**config.mk**
```make
export PLATFORM = sky130hd
export DESIGN_NAME = isst_cell
export DESIGN_NICKNAME = d
export VERILOG_FILES = /design/src/rtl/isst_pkg.sv /design/src/rtl/isst_cell.sv
export SDC_FILE = /design/constraint.sdc
export NUM_CORES = 1
export LEC_CHECK = 0
export ABC_AREA = 0
export BUFFER_PORTS_ARGS = -buffer_cell sky130_fd_sc_hd__buf_2
export CAP_MARGIN = 20
export CORE_MARGIN = 3
export CORE_UTILIZATION = 40
export CTS_CLUSTER_SIZE = 20
export DETAILED_ROUTE_END_ITERATION = 10
export GPL_TIMING_DRIVEN = 0
export PLACE_DENSITY = 0.89
export REMOVE_ABC_BUFFERS = 1
export SLEW_MARGIN = 5
export SYNTH_ARGS = -nofsm -noshare
export SYNTH_HDL_FRONTEND = slang
export SYNTH_SLANG_ARGS = --single-unit
```
**constraint.sdc**
```tcl
create_clock -name i_clk -period 2.8 [get_ports i_clk]
set_input_delay 0.28 -clock i_clk [delete_from_list [all_inputs] [get_ports i_clk]]
set_output_delay 0.28 -clock i_clk [all_outputs]
set_load 0.005 [all_outputs]
```
**src/rtl/isst_pkg.sv**
```systemverilog
package isst_pkg;

    // sizing defaults
    localparam int CAPACITY_DEF = 64;
    localparam int DATA_W       = 32;
    localparam int POS_W        = 9;
    localparam int COUNT_W      = 7;

    // request actions
    localparam logic [1:0] ACT_READ   = 2'd0;
    localparam logic [1:0] ACT_INSERT = 2'd1;
    localparam logic [1:0] ACT_DELETE = 2'd2;
    localparam logic [1:0] ACT_APPEND = 2'd3;

    // per-cell operations broadcast along the chain
    localparam logic [1:0] CELL_HOLD   = 2'd0;
    localparam logic [1:0] CELL_INSERT = 2'd1;
    localparam logic [1:0] CELL_DELETE = 2'd2;

    typedef struct packed {
        logic [1:0]        op;
        logic [DATA_W-1:0] value;
    } t_cell_ctl;

endpackage

```
**src/rtl/isst_cell.sv**
```systemverilog
module isst_cell import isst_pkg::*; #(
    parameter int IW = 6
) (
    input  logic              i_clk,
    input  logic [IW-1:0]     i_idx,
    input  logic [IW-1:0]     i_slot,
    input  t_cell_ctl         i_ctl,
    input  logic [DATA_W-1:0] i_left,
    input  logic [DATA_W-1:0] i_right,
    output logic [DATA_W-1:0] o_value,
    output logic [DATA_W-1:0] o_tap
);

    logic [DATA_W-1:0] r_value;
    logic [DATA_W-1:0] n_value;

    // shift toward the tail on insert, toward the head on delete
    always_comb begin
        n_value = r_value;
        case (i_ctl.op)
            CELL_INSERT: begin
                if (i_idx > i_slot) begin
                    n_value = i_left;
                end else if (i_idx == i_slot) begin
                    n_value = i_ctl.value;
                end
            end
            CELL_DELETE: begin
                if (i_idx >= i_slot) begin
                    n_value = i_right;
                end
            end
            default: begin
                n_value = r_value;
            end
        endcase
    end

    always_ff @(posedge i_clk) begin
        r_value <= n_value;
    end

    // read tap, zero unless this cell is addressed
    assign o_value = r_value;
    assign o_tap   = (i_idx == i_slot) ? r_value : '0;

endmodule

```
==> impl_metrics.json <==
{
  "layout_commonest_cell": "buf_2",
  "max_freq_mhz": 409,
  "cts_buffers": 5,
  "slew_viol_final": 0,
  "critPathMaxStageDelay_ps": 610,
  "critPathLaunchType": "primary input",
  "num_rows": 30,
  "crit_required_ps": 2790,
  "root_buffer": "clkbuf_8",
  "tightest_slew_ps": 1060,
  "synthCells": 326,
  "vdd_drop_max_v": 0.000213,
  "hold_viol_final": 0,
  "io_buffers": 174,
  "die_w_um": 92.0,
  "dp_slack_ps": -290,
  "p_int_w": 0.00116,
  "syn_area_per_cell_um2": 9.08,
  "io_pins": 175,
  "period_needed_ps": 2450,
  "area_delta_synth_final_pct": 33.8,
  "grt.total_usage": 0.208,
  "p_clk_frac": 0.265,
  "postCtsResizedCells": 0,
  "placed_cells": 561,
  "gr-total-overflow": 0,
  "htree_levels": 2,
  "crit_family": "simple AND/OR/NAND/NOR gates",
  "cp_slowest_cell": "and3_4",
  "start_util": 0.424,
  "yosysWarnings": 0,
  "grt_pass1_vias": 3208,
  "drc": 0,
  "setup_slack_ps": 352,
  "largest_reg_flops": 32,
  "chipHeight_um": 92.0,
  "critPathKind": "primary input to register",
  "synth.distinct_cells": 27,
  "diodes": 0,
  "nets": 593,
  "final_util": 0.567,
  "swShare": 0.290,
  "grt_max_degree": 98,
  "powerDensity_nw_per_um2": 412,
  "dr.pass1.iters": 4,
  "ctsHoldBuffers": 0,
  "die_area_um2": 8470,
  "clk_pin_slew_ps": 70,
  "cts_buffer_depth": 2,
  "core_area_um2": 6980,
  "ys_seq_elements": 32,
  "rsz0062_at_grt": "no",
  "p_leak_nw": 1.80,
  "grt_pass1_wl_um": 14700,
  "status": "finished clean",
  "combPwrFrac": 0.316,
  "vias": 3229,
  "antenna_found_initial": 0,
  "final_cell_count_no_fill": 571,
  "maxCapViolCount": 0,
  "crit_chain": "buf_2, inv_1, ha_1, and4_4, and3_4, nor2_1, a41oi_4, buf_16",
  "finalSetupViolCount": 0,
  "mostFrequentLayoutCells": "buf_2, nor2b_1, nand3_1",
  "slew_headroom": 0.293,
  "end_kind": "register",
  "first_iter_violations": 179,
  "tritoncts": "yes",
  "p_sw_w": 0.000473,
  "pwr-share-seq": 0.420,
  "dp_hpwl_um": 6440,
  "cp.arrival_ps": 2440,
  "drive_above_1_share": 0.415,
  "period_share": 0.874,
  "worstHoldPathType": "primary input to register",
  "cts.sinks": 32,
  "gp_congestion": 0.766,
  "wl_per_cell_um": 16.3,
  "cp_num_buf_inv": 3,
  "ant_nets": 0,
  "seq_area_frac_synth": 0.325,
  "wirelength_um": 9320,
  "finalHoldWorstSlack_ps": 332,
  "routed_via_density": 5.65,
  "synthesis.area_um2": 2960,
  "path_max_fanout": 65
}
## power by group through the flow
stage / sequential (W) / combinational (W) / clock [W]
after floorplan: 0.000703 / 0.000228 / 0
after global placement: 0.000694 / 0.000453 / 0
after detailed placement: 0.000695 / 0.000503 / 0
after CTS: 0.000686 / 0.000505 / 0.000449
after global routing: 0.000697 / 0.000567 / 0.000465
final: 0.000685 / 0.000516 / 0.000432
## worst min-delay path, delay by kind of cell
| family | cells | cell delay, ps |
|---|---|---|
| compound gates | 1 | 70 |
| buf+inv | 1 | 80 |
| simple gates | 1 | 80 |
## Yosys cell counts, drive strengths merged
master	n	area, um2
and4	1	11.3
a21oi	2	10.0
o21ai	1	5.00
clkbuf	19	72.6
a22oi	32	240
o21a	1	15.0
or2	1	6.26
nor2	3	11.3
nor2b	65	414
a21o	1	7.51
buf	20	199
ha	8	100
nand4	32	200
nand3	33	165
and3	1	11.3
edfxtp	32	961
o311ai	32	280
nand2	1	3.75
a41oi	1	16.3
inv	8	30.0
and2	32	200
## final timing paths
check / startpoint / end / slack [ps] / cells past startpoint
max: i_slot[5] / o_value[23] / 350 / 8
min: i_right[6] / o_value[6] / 330 / 3
## cell families after synthesis
group / synth area share
flops: 0.325
fa+ha+maj: 0.0338
simple gates: 0.346
buf+inv: 0.102
compound gates: 0.194
## area by class of cell
class | instances | area [um2]
fillers | 631 | 3020
multi-input cells | 247 | 1750
repair buffers | 180 | 996
flip-flops and latches | 32 | 961
well taps | 96 | 120
clock buffers | 6 | 72.6
clock inverters | 2 | 35.0
inverters | 8 | 30.0
## through the flow
stage / area (um2) / power [W] / setup TNS (ps)
after global placement: 3680 / 0.00115 / -95340
final: 3960 / 0.00163 / 0
after detailed placement: 3820 / 0.00120 / -6890
after floorplan: 2690 / 0.000930 / -22310
after global routing: 3960 / 0.00173 / 0
after CTS: 3930 / 0.00164 / 0
## timing repair
item / in CTS / in global routing
cloned: 0 / 0
endpoints found under the hold margin: 0 / 0
setup buffers: 0 / 1
pin swaps: 1 / 1
endpoints found under the setup margin: 17 / 17
## routing by layer
| metal | up-vias | wire length [um] | global-route usage |
|---|---|---|---|
| met1 | 1519 | 3670 | 0.238 |
| met5 | - | 0 | 0 |
| li1 | 1552 | - | - |
| met4 | 0 | 113 | 0.0594 |
| met3 | 11 | 641 | 0.0353 |
| met2 | 147 | 4890 | 0.392 |
Power figures use the tool's default switching activity.
